`config.mk`:
```
export PLATFORM = sky130hd
export DESIGN_NAME = apds_sqrt
export DESIGN_NICKNAME = d
export VERILOG_FILES = /design/src/design/apds_sqrt.sv
export SDC_FILE = /design/constraint.sdc
export NUM_CORES = 1
export LEC_CHECK = 0
export BUFFER_PORTS_ARGS = -buffer_cell sky130_fd_sc_hd__buf_4
export CORE_ASPECT_RATIO = 2
export CORE_MARGIN = 2
export CORE_UTILIZATION = 55
export CTS_CLUSTER_SIZE = 24
export DETAILED_ROUTE_END_ITERATION = 8
export GPL_TIMING_DRIVEN = 0
export PLACE_DENSITY = 0.77
export SYNTH_ARGS = -nofsm -noshare
export SYNTH_HDL_FRONTEND = slang
export SYNTH_SLANG_ARGS = --single-unit
```
`constraint.sdc`:
```
create_clock -name clk -period 3.4 [get_ports clk]
set_clock_uncertainty 0.15 [all_clocks]
set_input_delay 0.17 -clock clk [delete_from_list [all_inputs] [get_ports clk]]
set_output_delay 0.17 -clock clk [all_outputs]
set_load 0.01 [all_outputs]
```
`src/design/apds_sqrt.sv`:
```
// ----------------------------------------------------------------------------
// apds_sqrt
// Digit-by-digit integer square root, one root bit per cycle.
// ----------------------------------------------------------------------------
module apds_sqrt #(
	parameter int RB = 33
) (
	input  logic            clk,
	input  logic            arst_n,
	input  logic            start,
	input  logic [2*RB-1:0] radicand,
	output logic            done,
	output logic [RB-1:0]   root
);

	localparam int CW = $clog2(RB + 1);

	logic            busy_q;
	logic            done_q;
	logic [CW-1:0]   cnt_q;
	logic [2*RB-1:0] x_q;
	logic [RB:0]     rem_q;
	logic [RB-1:0]   root_q;

	logic [RB+2:0]   rem_sh;
	logic [RB+2:0]   rem_sub;
	logic [RB+2:0]   trial;
	logic            take;

	always_comb begin
		rem_sh  = {rem_q, x_q[2*RB-1 -: 2]};
		trial   = {1'b0, root_q, 2'b01};
		rem_sub = rem_sh - trial;
		take    = rem_sh >= trial;
	end

	always_ff @(posedge clk or negedge arst_n) begin
		if (!arst_n) begin
			busy_q <= 1'b0;
			done_q <= 1'b0;
			cnt_q  <= '0;
		end else begin
			done_q <= 1'b0;
			if (start) begin
				busy_q <= 1'b1;
				cnt_q  <= CW'(RB);
			end else if (busy_q) begin
				cnt_q <= cnt_q - 1'b1;
				if (cnt_q == CW'(1)) begin
					busy_q <= 1'b0;
					done_q <= 1'b1;
				end
			end
		end
	end

	always_ff @(posedge clk) begin
		if (start) begin
			x_q    <= radicand;
			rem_q  <= '0;
			root_q <= '0;
		end else if (busy_q) begin
			x_q <= x_q << 2;
			if (take) begin
				rem_q  <= rem_sub[RB:0];
				root_q <= {root_q[RB-2:0], 1'b1};
			end else begin
				rem_q  <= rem_sh[RB:0];
				root_q <= {root_q[RB-2:0], 1'b0};
			end
		end
	end

	assign done = done_q;
	assign root = root_q;

endmodule

```
==> flow_summary_export.csv <==
group,metric,value,unit
layout,multi_input_area,0.00385,sq mm
route,via_per_inst,5.62,
setup_path,crit_required,3.55,ns
sta,final.hold.worst_slack,0.0327,ns
clock_network,tritoncts_num_sinks,141,
floorplanning,placement_rows,61,
clock_network,tritoncts,"built",
logic_synthesis,ys_dominant_reg_cell,"sky130_fd_sc_hd__dfxtp_1",
route,route.detailed.wl_per_inst,18.3,um
logic_synthesis,synth.yosys.seq_area_share,0.457,
sta,setup-tns-final,0,ns
place,finalWeightedCongestion,0.900,
logic_synthesis,post_synth_inst_count,724,
route,drt_pre_antenna_iters,7,
logic_synthesis,syn-num-nets,830,
power_and_ir_drop,ir_worst_vdd,0.000432,V
logic_synthesis,yosys_register_bits,141,
setup_path,crit_path_end,"rem_q[14]",
logic_synthesis,yosys.area.top_type_share,0.257,
logic_synthesis,post-synth-top-area-cell,"sky130_fd_sc_hd__edfxtp_1",
place,dpl.hpwl,14.0,mm
setup_path,maximum_cell_stage_delay_along_the_critical_path,0.60,ns
layout,layout.area.seq,0.00352,sq mm
clock_network,tritoncts.num_buffers,17,
sta,hold_viol,0,
clock_network,clkSlewWorstSetupHoldPaths,0.06,ns
logic_synthesis,post_synth_instance_area,0.00771,sq mm
floorplanning,die_outline_area,0.0150,sq mm
outcome,run_status,"finished, final reports clean",
place,placement.cell_area,0.00873,sq mm
floorplanning,placeableCoreArea,0.0138,sq mm
sta,final_period_minus_worst_setup_slack,3.31,ns
sta,slew_at_the_pin_closest_to_its_max_slew_limit,0.883,ns
layout,fill_cell_instance_count_of_the_final_layout,977,
floorplanning,initial_utilization,0.558,
worst_hold_path,min-delay-start,"start",
place,io_buffer_count,102,
floorplanning,io-pin-count,103,
clock_network,clkLatencyLatePin,0.42,ns
setup_path,critical-path-slowest-cell,"sky130_fd_sc_hd__or4b_2",
logic_synthesis,avgSynthCellArea,10.6,sq um
layout,post_route_cells_drive_above_1_share,0.260,
layout,flow.area_growth_from_synthesis,30.2,%
logic_synthesis,netlist_top_cells_count,"sky130_fd_sc_hd__nor2_1, sky130_fd_sc_hd__dfxtp_1, sky130_fd_sc_hd__edfxtp_1",
logic_synthesis,ys_warn_count,0,
setup_path,arrival,3.46,ns
power_and_ir_drop,power_density,862,mW/mm^2
layout,finalCoreUtilization,0.727,
floorplanning,fp.dieH,171,um
route,initialDrtViolationCount,289,
place,numPlacedInstances,1016,
sta,min_period_over_period,0.973,
grt,initial_antenna_violation_count,1,
layout,nNetsFinal,1022,
route,remaining_design_rule_violation_count,0,
grt,grt_pass1_wl,32.1,mm
grt,grt_max_degree,36,
run,max_cap_viols,0,
setup_path,criticalPathCategory,"register to register",
setup_path,critPathMostFrequentCell,"sky130_fd_sc_hd__o21ai_1",
sta,timing_max_transition_violations_final,0,
logic_synthesis,synth.area.top_cells,"sky130_fd_sc_hd__edfxtp_1, sky130_fd_sc_hd__dfxtp_1, sky130_fd_sc_hd__mux2_2, sky130_fd_sc_hd__ha_1, sky130_fd_sc_hd__mux2i_1",
grt,via_count_of_the_first_global_routing_pass,6666,
layout,stdcell_count,1118,
sta,setup-violations-final,0,
power_and_ir_drop,report.power.total,8.66,mW
setup_path,r2r.worst_path.cells,13,
setup_path,setup.reg_to_reg.worst_slack,0.09,ns
logic_synthesis,synth_edf_count,66,
grt,grt_use_total,0.278,
clock_network,cts_htree_levels,4,
setup_path,rr_endpoint,"rem_q[14]",
setup_path,cp-end-kind,"register",
grt,grt_overflow,0,
setup_path,worst_r2r_startpoint,"root[21]",
clock_network,clock-root-buffer,"sky130_fd_sc_hd__clkbuf_16",
sta,layout_setup_ws,0.0926,ns
logic_synthesis,async_flop_share,0.0567,
floorplanning,dieWidth,87.7,um
route,routed_wl,20.4,mm
power_and_ir_drop,leakagePower,4.33,nW
setup_path,critPathLaunch,"root[21]",
place,placement.setup.worst_slack,-0.00499,ns
logic_synthesis,post_synth_num_cell_types,68,
clock_network,cts_buffer_depth,2,
worst_hold_path,hold_path.class,"primary input to register",
layout,fin_area,0.0100,sq mm
sta,slew_headroom,0.411,
route,postRouteAntennaNets,0,
setup_path,start_kind,"register",
sta,max_freq,302,MHz
logic_synthesis,yosysMostFrequentCell,"sky130_fd_sc_hd__nor2_1",
setup_path,timing.critical_path.cells,"inv_1 -> ha_1 -> clkbuf_1 -> nand3_1 -> nor3_2 -> a221oi_1 -> o21ai_1 -> nand2b_4 -> a21oi_4 -> buf_4 -> or4b_2 -> o21ai_1 -> nor4_1",
setup_path,timing.critical_path.fanout_max,8,
route,routed-via-count,6280,
[layer usage]
layer	share of wire	vias up	wire (um)	track usage
met4	0.029	0	595	0.123
met1	0.36	3010	7290	0.276
met5	0	-	0	0
li1	-	3003	-	-
met2	0.57	217	11600	0.535
met3	0.048	50	974	0.0566
[cells in the final DEF, fill, tap and decap left out, drive strengths merged, types with 8 or more instances in the layout]
cell           n
nand2         20
clkbuf        44
dlygate4sd3   68
xor2          14
a21o          12
nor2          94
edfxtp        66
xnor2         19
a21oi         53
inv           43
mux2          65
ha            37
mux2i         44
dfrtp          8
buf          119
o21ai         24
a211oi        33
dfxtp         67
nor3          12
[repair_timing]
action                                  in CTS  in global routing
pin swaps                                    0                  1
buffers inserted                             0                  2
resized for setup                            1                 14
endpoints found under the setup margin       3                 14
hold buffers                                68                  0
hold endpoints to repair                    74                  0
[area by class of cell]
cell class,count,area share
tap,189,0.0235
timing repair buffer,173,0.148
buffer,37,0.0235
multi-input combinational,504,0.383
inverter,42,0.0157
antenna,1,0.000249
clock inverter,10,0.0117
sequential,141,0.351
clock buffer,21,0.0439
[registers in the layout (all words and copies together), names as in the netlist]
| register | cells |
|---|---|
| busy_q | 1 |
| rem_q | 34 |
| x_q | 66 |
| root | 33 |
| done | 1 |
| cnt_q | 6 |
[power breakdown]
group	internal [mW]	switching [mW]	leakage (nW)
registers	2.20	0.236	1.34
logic	1.99	2.43	2.72
clock network	1.08	0.719	0.271
total	5.27	3.39	4.33
[worst min path at each step]
| stage | endpoint | slack, ns | cells past startpoint |
|---|---|---|---|
| floorplan | busy_q | -0.28 | 0 |
| global placement | cnt_q[5] | -0.16 | 1 |
| detailed placement | cnt_q[3] | -0.15 | 1 |
| CTS | rem_q[22] | 0.03 | 3 |
| global route | rem_q[22] | 0.06 | 3 |
| finish | rem_q[22] | 0.03 | 3 |
[critical path, delay by kind of cell, from the launching register on]
family | cells | cell delay, ns
buffers and inverters | 3 | 0.49
AOI/OAI and AO/OA | 4 | 0.57
and+or+nand+nor | 5 | 1.36
DFF | 1 | 0.38
adders and majority gates | 1 | 0.27
[cells by family (layout without fill, tap and decap cells)]
family,after synthesis,after routing,share of synthesized area
flops,141,141,0.457
simple gates,170,170,0.107
mux,109,109,0.152
other cells,0,1,0
xor+xnor,33,33,0.0375
compound gates,155,155,0.136
buf+inv,79,283,0.0501
fa+ha+maj,37,37,0.0600
(Power assumes the default switching activity.)
