$ cat config.mk
export PLATFORM = sky130hd
export DESIGN_NAME = apds_div
export DESIGN_NICKNAME = d
export VERILOG_FILES = /design/src/design/apds_div.sv
export SDC_FILE = /design/constraint.sdc
export NUM_CORES = 1
export LEC_CHECK = 0
export ABC_AREA = 1
export BUFFER_PORTS_ARGS = -buffer_cell sky130_fd_sc_hd__buf_2
export CAP_MARGIN = 20
export CELL_PAD_IN_SITES_DETAIL_PLACEMENT = 0
export CELL_PAD_IN_SITES_GLOBAL_PLACEMENT = 2
export CORE_MARGIN = 2
export CORE_UTILIZATION = 33
export CTS_CLUSTER_DIAMETER = 50
export CTS_CLUSTER_SIZE = 12
export DETAILED_ROUTE_END_ITERATION = 10
export GPL_TIMING_DRIVEN = 0
export PLACE_DENSITY_LB_ADDON = 0.1
export SLEW_MARGIN = 20
export SYNTH_ARGS = -nofsm -noshare
export SYNTH_HDL_FRONTEND = slang
export SYNTH_SLANG_ARGS = --single-unit
$ cat constraint.sdc
create_clock -name clk -period 7.1 [get_ports clk]
set_input_delay 0.71 -clock clk [delete_from_list [all_inputs] [get_ports clk]]
set_output_delay 0.71 -clock clk [all_outputs]
set_load 0.01 [all_outputs]
$ cat src/design/apds_div.sv
// ----------------------------------------------------------------------------
// apds_div
// Restoring divider, one quotient bit per cycle.
// ----------------------------------------------------------------------------
module apds_div #(
	parameter int NW = 48,
	parameter int DW = 18
) (
	input  logic          clk,
	input  logic          arst_n,
	input  logic          start,
	input  logic [NW-1:0] dividend,
	input  logic [DW-1:0] divisor,
	output logic          done,
	output logic [NW-1:0] quotient
);

	localparam int CW = $clog2(NW + 1);

	logic          busy_q;
	logic          done_q;
	logic [CW-1:0] cnt_q;
	logic [NW-1:0] q_q;
	logic [DW-1:0] rem_q;
	logic [DW-1:0] den_q;

	logic [DW:0]   rem_sh;
	logic [DW:0]   rem_sub;
	logic          take;

	always_comb begin
		rem_sh  = {rem_q, q_q[NW-1]};
		rem_sub = rem_sh - {1'b0, den_q};
		take    = rem_sh >= {1'b0, den_q};
	end

	always_ff @(posedge clk or negedge arst_n) begin
		if (!arst_n) begin
			busy_q <= 1'b0;
			done_q <= 1'b0;
			cnt_q  <= '0;
		end else begin
			done_q <= 1'b0;
			if (start) begin
				busy_q <= 1'b1;
				cnt_q  <= CW'(NW);
			end else if (busy_q) begin
				cnt_q <= cnt_q - 1'b1;
				if (cnt_q == CW'(1)) begin
					busy_q <= 1'b0;
					done_q <= 1'b1;
				end
			end
		end
	end

	always_ff @(posedge clk) begin
		if (start) begin
			q_q   <= dividend;
			rem_q <= '0;
			den_q <= divisor;
		end else if (busy_q) begin
			q_q   <= {q_q[NW-2:0], take};
			rem_q <= take ? rem_sub[DW-1:0] : rem_sh[DW-1:0];
		end
	end

	assign done     = done_q;
	assign quotient = q_q;

endmodule

==> out/qor.csv, run 1 <==
stage,metric,value,unit
yosys,Synthesis Warnings,0,
sta,Max Slew Vio Count,0,
sta,Final min period,2.84,ns
cts,Worst-Skew Late Latency,0.35,ns
cells_and_area,final core utilization,41.1,%
global_routing,initial antenna violation count,0,
worst_hold_path,HP Class,primary input to asynchronous set/reset pin,
yosys,"flops & latches, synth",92,
routing,routed wire length,13.1,mm
placed_design,Placement Cell Area,5850,um^2
power,Leak,0.00322,uW
floorplanning,Row Count,45,
sta,final worst-path cycle share,40.1,%
cts,H-Tree Depth,3,
status,status,finished clean,
placed_design,DP Wirelength,9.78,mm
floorplanning,Die X,127,um
cts,Post-CTS Setup Inserts,0,
cts,hold_buf cts,0,
yosys,Synth area leader,edfxtp_1,
setup_path,CP Capture Type,flop,
sta,clock skew,0.00877,ns
power,PwrDens,340,nW/um^2
cts,Root Driver,clkbuf_16,
routing,Avg WL per Cell,13.9,um
sta,setup TNS,0,ns
cts,CTS tree,built,
yosys,Adder-Cell Fraction of Synth Area,5.40,%
sta,Slew @ Worst Pin,0.981,ns
cts,"Reg clk slew, reported paths",0.07,ns
routing,Vias,4292,
global_routing,vias in the first global route,4327,
yosys,async set or reset register ratio after synthesis,8.70,%
routing,DRC violations left,0,
power,total power draw,2100,uW
setup_path,worst-path maximum fanout,30,
sta,Slew headroom,34.4,%
sta,final hold violation count,0,
placed_design,Placer Congestion,0.789,
routing,iteration count of the initial detailed-routing pass,6,
floorplanning,Die Y,127,um
yosys,synth unique cells,34,
yosys,Mapped Area,5010,um^2
yosys,"top cells by area, synth","edfxtp_1 40%, nand2_1 21%, dfxtp_1 7.2%, inv_1 5.5%, ha_1 5.0%",
run,max-cap violation count,0,
yosys,top-area cell type share of the netlist area,39.6,%
yosys,xor/xnor share of the synthesized area,1.22,%
global_routing,largest net degree at the start of global routing,31,
cells_and_area,"Design Area, Final",6170,um^2
power,VDD IR max,126,uV
yosys,syn_nets,713,
routing,vias per cell,4.54,
global_routing,global-route wire length before repair,21.5,mm
floorplanning,number of I/O pins,118,
setup_path,Required @ worst endpoint,7.19,ns
yosys,Mapped Cells,623,
yosys,compound-gate portion of the synthesized area,3.57,%
setup_path,crit path kind,primary input to flop,
placed_design,Buffers on Ports,117,
sta,Final setup violation count,0,
floorplanning,die area,16200,um^2
global_routing,Tot GR Track Use,17.0,%
cells_and_area,share of layout cells above drive strength 1,19.9,%
setup_path,"Data arrival, critical path",2.94,ns
cells_and_area,Final #Nets,842,
yosys,main combinational cell family by area after synthesis,simple AND/OR/NAND/NOR gates,
yosys,Post-synth EDFFs,66,
setup_path,crit path launch type,primary input,
routing,initial drt markers,186,
yosys,"Seq/Total Area, Yosys",50.8,%
yosys,multiplexer share of the synthesized area,0,%
cts,Sink Count,92,
floorplanning,core area,15000,um^2
yosys,Avg Inst Size Synth,8.04,um^2
cts,CTS Buffer Depth,2,
yosys,post-synthesis simple-gate area fraction,31.2,%
sta,RSZ-0062 raised after global routing,false,
cts,cts bufs inserted,9,
routing,Final ANT Viol Nets,0,
global_routing,grt ovf,0,
yosys,Synth Flop Type,edfxtp_1,
sta,fmax,352,MHz
floorplanning,initial core utilization,33.3,%
cells_and_area,P&R area growth vs syn,23.3,%
cts,CTS resizes,0,
==> sequential cells by signal (all words and copies together) (netlist names) <==
register	count
quotient	48
den_q	18
busy_q	1
cnt_q	6
done	1
rem_q	18
==> kinds of logic (layout without fill, tap and decap cells) <==
logic type,after synthesis,count (layout)
simple gates,373,373
buf+inv,96,230
flops,92,92
compound gates,34,34
fa+ha+maj,21,21
xor+xnor,7,7
other cells,0,1
==> layer usage <==
metal / GRT usage [%] / part of all wire [%]
met3: 4.94 / 6.1
met5: 0 / 0
met2: 27.7 / 46
met1: 21.5 / 46
met4: 6.66 / 1.8
==> worst max-delay path: stages <==
cell and delay [ns]:
buf_2 0.28, clkbuf_1 0.31, nor2_1 0.80, inv_1 0.16
clkbuf_4 0.36, buf_12 0.26
==> power by group <==
part	internal [uW]	switching, uW	leakage (uW)
clock network	319	212	0.000155
registers	671	51.9	0.000946
logic	323	523	0.00212
==> path summary, 6_finish.rpt <==
path                       cells past startpoint            to          from  slack (ns)
max                                            6  quotient[16]         start        4.26
min                                            1        busy_q        arst_n        0.19
max reg2reg                                   13     rem_q[12]  quotient[47]        4.66
min reg2reg                                    2     rem_q[15]     rem_q[15]        0.47
max in group asynchronous                      1      cnt_q[0]        arst_n        6.73
min in group clk                               2     rem_q[15]     rem_q[15]        0.47
==> area by class of cell <==
type,count,area [um^2]
Fill cell,1607,8860
Sequential cell,92,2540
Multi-Input combinational cell,435,2070
Timing Repair Buffer,118,606
Inverter,76,285
Clock buffer,12,246
Tap cell,188,235
Buffer,20,113
Clock inverter,4,72.6
Antenna cell,1,2.50
==> synthesized netlist by cell type, types with 2 or more instances <==
| cell type | number |
|---|---|
| nor2_1 | 29 |
| nand3_1 | 34 |
| buf_4 | 2 |
| nand2_2 | 4 |
| xnor2_1 | 4 |
| xor2_1 | 3 |
| edfxtp_1 | 66 |
| inv_1 | 74 |
| nand2_4 | 3 |
| ha_1 | 20 |
| buf_2 | 2 |
| nand2_1 | 279 |
| clkbuf_1 | 12 |
| o21ai_0 | 16 |
| a21oi_1 | 13 |
| nand4_1 | 3 |
| dfxtp_1 | 18 |
| nand3b_1 | 16 |
| buf_6 | 3 |
| dfrtp_1 | 8 |
==> placed cells by master (no fill, tap or decap), drive strengths merged <==
cell / count
nand3b: 16
nor2: 29
nand4: 3
clkbuf: 25
a21oi: 14
fa: 1
clkinv: 2
buf: 125
inv: 76
edfxtp: 66
diode: 1
or2: 1
o21bai: 1
nor3: 2
xor2: 3
nand3: 35
o21ai: 17
xnor2: 4
a31oi: 1
ha: 20
dfrtp: 8
nand2: 286
dfxtp: 18
bufinv: 2
o22ai: 1
nor4: 1
==> stage by stage <==
stage          std cells  worst slack, ns  hold WS [ns]
2_1_floorplan        623             4.00         0.414
3_5_place_dp         929             3.82         0.461
4_1_cts              945             4.18         0.185
3_3_place_gp         928             2.12         0.459
5_1_grt              945             3.94         0.199
6_report             946             4.26         0.194
(Power assumes the default switching activity.)
==> run 2: changes to the inputs <==
--- a/config.mk
+++ b/config.mk
@@ -11,7 +11,7 @@
 export CELL_PAD_IN_SITES_DETAIL_PLACEMENT = 0
 export CELL_PAD_IN_SITES_GLOBAL_PLACEMENT = 2
 export CORE_MARGIN = 2
-export CORE_UTILIZATION = 33
+export CORE_UTILIZATION = 28
 export CTS_CLUSTER_DIAMETER = 50
 export CTS_CLUSTER_SIZE = 12
 export DETAILED_ROUTE_END_ITERATION = 10
==> constraint.sdc (replaced) <==
create_clock -name clk -period 2.4 [get_ports clk]
set_input_delay 0.24 -clock clk [delete_from_list [all_inputs] [get_ports clk]]
set_output_delay 0.24 -clock clk [all_outputs]
set_load 0.01 [all_outputs]
==> run 2 against run 1 <==
Sequential share of layout area is 0.20 points lower. Global-route usage fell by 1.5 points. Critical endpoint is now rem_q[14]. Clock power rose to 2.7 times the previous value. Via count up 0.56%. Worst hold slack worse by 0.13 ns. Routed wire length grew 5.9%. Critical path depth up 7.
==> out/qor.csv, run 2 (synthesis results as in run 1) <==
stage,metric,value,unit
cts,cts bufs inserted,9,
cells_and_area,P&R area growth vs syn,23.9,%
power,register share of total power,35.0,%
global_routing,largest net degree at the start of global routing,35,
sta,Fin Hold WS,0.0636,ns
sta,Slew @ Worst Pin,0.588,ns
floorplanning,Die X,138,um
setup_path,Crit path max-delay family,simple AND/OR/NAND/NOR gates,
placed_design,Placement Cell Area,5900,um^2
setup_path,peak per-stage delay on the critical path,0.41,ns
cells_and_area,"Design Area, Final",6200,um^2
power,PwrDens,982,nW/um^2
global_routing,initial antenna violation count,5,
sta,setup TNS,0,ns
cts,Worst-Skew Late Latency,0.35,ns
placed_design,number of instances in the placed design,966,
cts,CTS Buffer Depth,2,
sta,final hold violation count,0,
cells_and_area,Final #Nets,843,
floorplanning,Row Count,48,
cells_and_area,register cell area after layout,2540,um^2
sta,Final min period,2.21,ns
power,Clock Power Share,23.6,%
sta,Max Slew Vio Count,0,
global_routing,Tot GR Track Use,15.5,%
cts,Post-CTS Setup Inserts,0,
global_routing,global-route wire length before repair,22.4,mm
routing,vias per cell,4.38,
cells_and_area,Post-Layout Cell Count,985,
global_routing,vias in the first global route,4295,
routing,initial drt markers,148,
sta,Slew headroom,60.7,%
cells_and_area,final core utilization,35.6,%
setup_path,crit path kind,flop to flop,
power,Sw Pwr,2340,uW
routing,routed wire length,13.9,mm
cts,H-Tree Depth,3,
floorplanning,Die Y,138,um
cells_and_area,share of layout cells above drive strength 1,20.1,%
routing,Final ANT Viol Nets,0,
sta,fmax,453,MHz
floorplanning,number of I/O pins,118,
sta,RSZ-0062 raised after global routing,false,
power,VDD IR max,348,uV
setup_path,worst-path maximum fanout,3,
setup_path,CP Capture Type,flop,
placed_design,Placer Congestion,0.771,
power,Gate power share,41.4,%
floorplanning,core area,17400,um^2
setup_path,Required @ worst endpoint,2.64,ns
power,Leak,0.00321,uW
worst_hold_path,HP Class,primary input to flop,
routing,Vias,4316,
placed_design,Buffers on Ports,117,
cells_and_area,max reg flops,48,
routing,iteration count of the initial detailed-routing pass,4,
setup_path,crit path max-delay cell type,fa_1,
routing,DRC violations left,0,
floorplanning,die area,19000,um^2
status,status,finished clean,
run,max-cap violation count,0,
setup_path,CP bufs+invs,1,
setup_path,"Data arrival, critical path",2.45,ns
cts,Sink Count,92,
cells_and_area,Multi-input gate area,2070,um^2
cts,Root Driver,clkbuf_16,
setup_path,"Top cell by count, worst path",nand2_1,
setup_path,worst-path cell chain,inv_1 > ha_1 > fa_1 > nor2_1 > nor2_1 > o21bai_1 > nand2_1 > nand2_1 > nand2_1 > nand2_1 > nand2_1 > nand3_1 > nand2_1,
power,Pint,3750,uW
setup_path,crit path launch type,flop,
cells_and_area,most frequent cells in the layout,"279 x nand2_1, 119 x buf_2, 74 x inv_1, 66 x edfxtp_1, 34 x nand3_1",
cts,CTS tree,built,
cells_and_area,"most common cell after layout, fill and taps aside",nand2_1,
cells_and_area,Fillers,1895,
power,Switching Fraction,38.4,%
routing,Avg WL per Cell,14.1,um
floorplanning,initial core utilization,28.8,%
global_routing,grt ovf,0,
sta,clock skew,0.00473,ns
sta,Final setup violation count,0,
cts,"Reg clk slew, reported paths",0.07,ns
sta,final worst-path cycle share,92.0,%
placed_design,DP Wirelength,10.4,mm
[run 2: cell count changes in the layout (fill, tap and decap cells not counted), sizes merged]
cell / before / now
diode: 1 / 2
clkinv: 2 / 3
inv: 76 / 75
dlygate4sd3: 0 / 1
clkinvlp: 0 / 1
bufinv: 2 / 1
[run 2: layout make-up]
type                    instances  share of cell area [%]
multi-input cells             435                    33.4
inverters                      76                    4.60
flip-flops and latches         92                    41.0
plain buffers                  20                    1.81
clock inverters                 4                   0.827
diodes                          2                  0.0807
well taps                     225                    4.54
repair buffers                119                    9.92
clock buffers                  12                    3.81
[run 2: worst register-to-register path: cells and delay by family, from the launching register on]
kind                     cells  cell delay, ns
AND/OR/NAND/NOR              9            0.72
adder cells (fa/ha/maj)      2            0.65
flip-flops                   1            0.36
AO/OA/AOI/OAI                1            0.31
buffers and inverters        1            0.07
[run 2: per-layer routing]
| metal | share of wire, % | global-route usage, % |
|---|---|---|
| met5 | 0.17 | 0 |
| met4 | 1.5 | 5.95 |
| met2 | 45 | 24.7 |
| met3 | 5.9 | 4.38 |
| met1 | 47 | 20.0 |
[run 2: repair_timing]
action	CTS	global route
gates resized for setup	1	1
endpoints found under the hold margin	8	0
endpoints found under the setup margin	33	2
hold buffers	1	0
[run 2: through the flow]
stage	setup WS [ns]	total power, uW
final	0.193	6090
after global routing	0.0290	6610
after CTS	0.0333	6200
after detailed placement	-0.420	4710
after global placement	-0.943	4720
after floorplan	0.404	3980
[run 2: final timing paths]
path	from	to	slack, ns	depth (start not counted)
worst max-delay path	quotient[47]	rem_q[14]	0.19	13
worst min-delay path	divisor[8]	den_q[8]	0.06	1
worst max register to register	quotient[47]	rem_q[14]	0.19	13
worst min register to register	rem_q[10]	rem_q[10]	0.47	2
max in group asynchronous	arst_n	cnt_q[0]	1.95	2
min in group asynchronous	arst_n	cnt_q[5]	0.28	2
[run 2: power groups by stage]
stage          Sequential, uW  Clock (uW)  Combinational, uW
2_1_floorplan            2180           0               1810
3_3_place_gp             2160           0               2560
3_5_place_dp             2160           0               2550
4_1_cts                  2130        1500               2560
5_1_grt                  2170        1550               2890
6_report                 2130        1440               2520
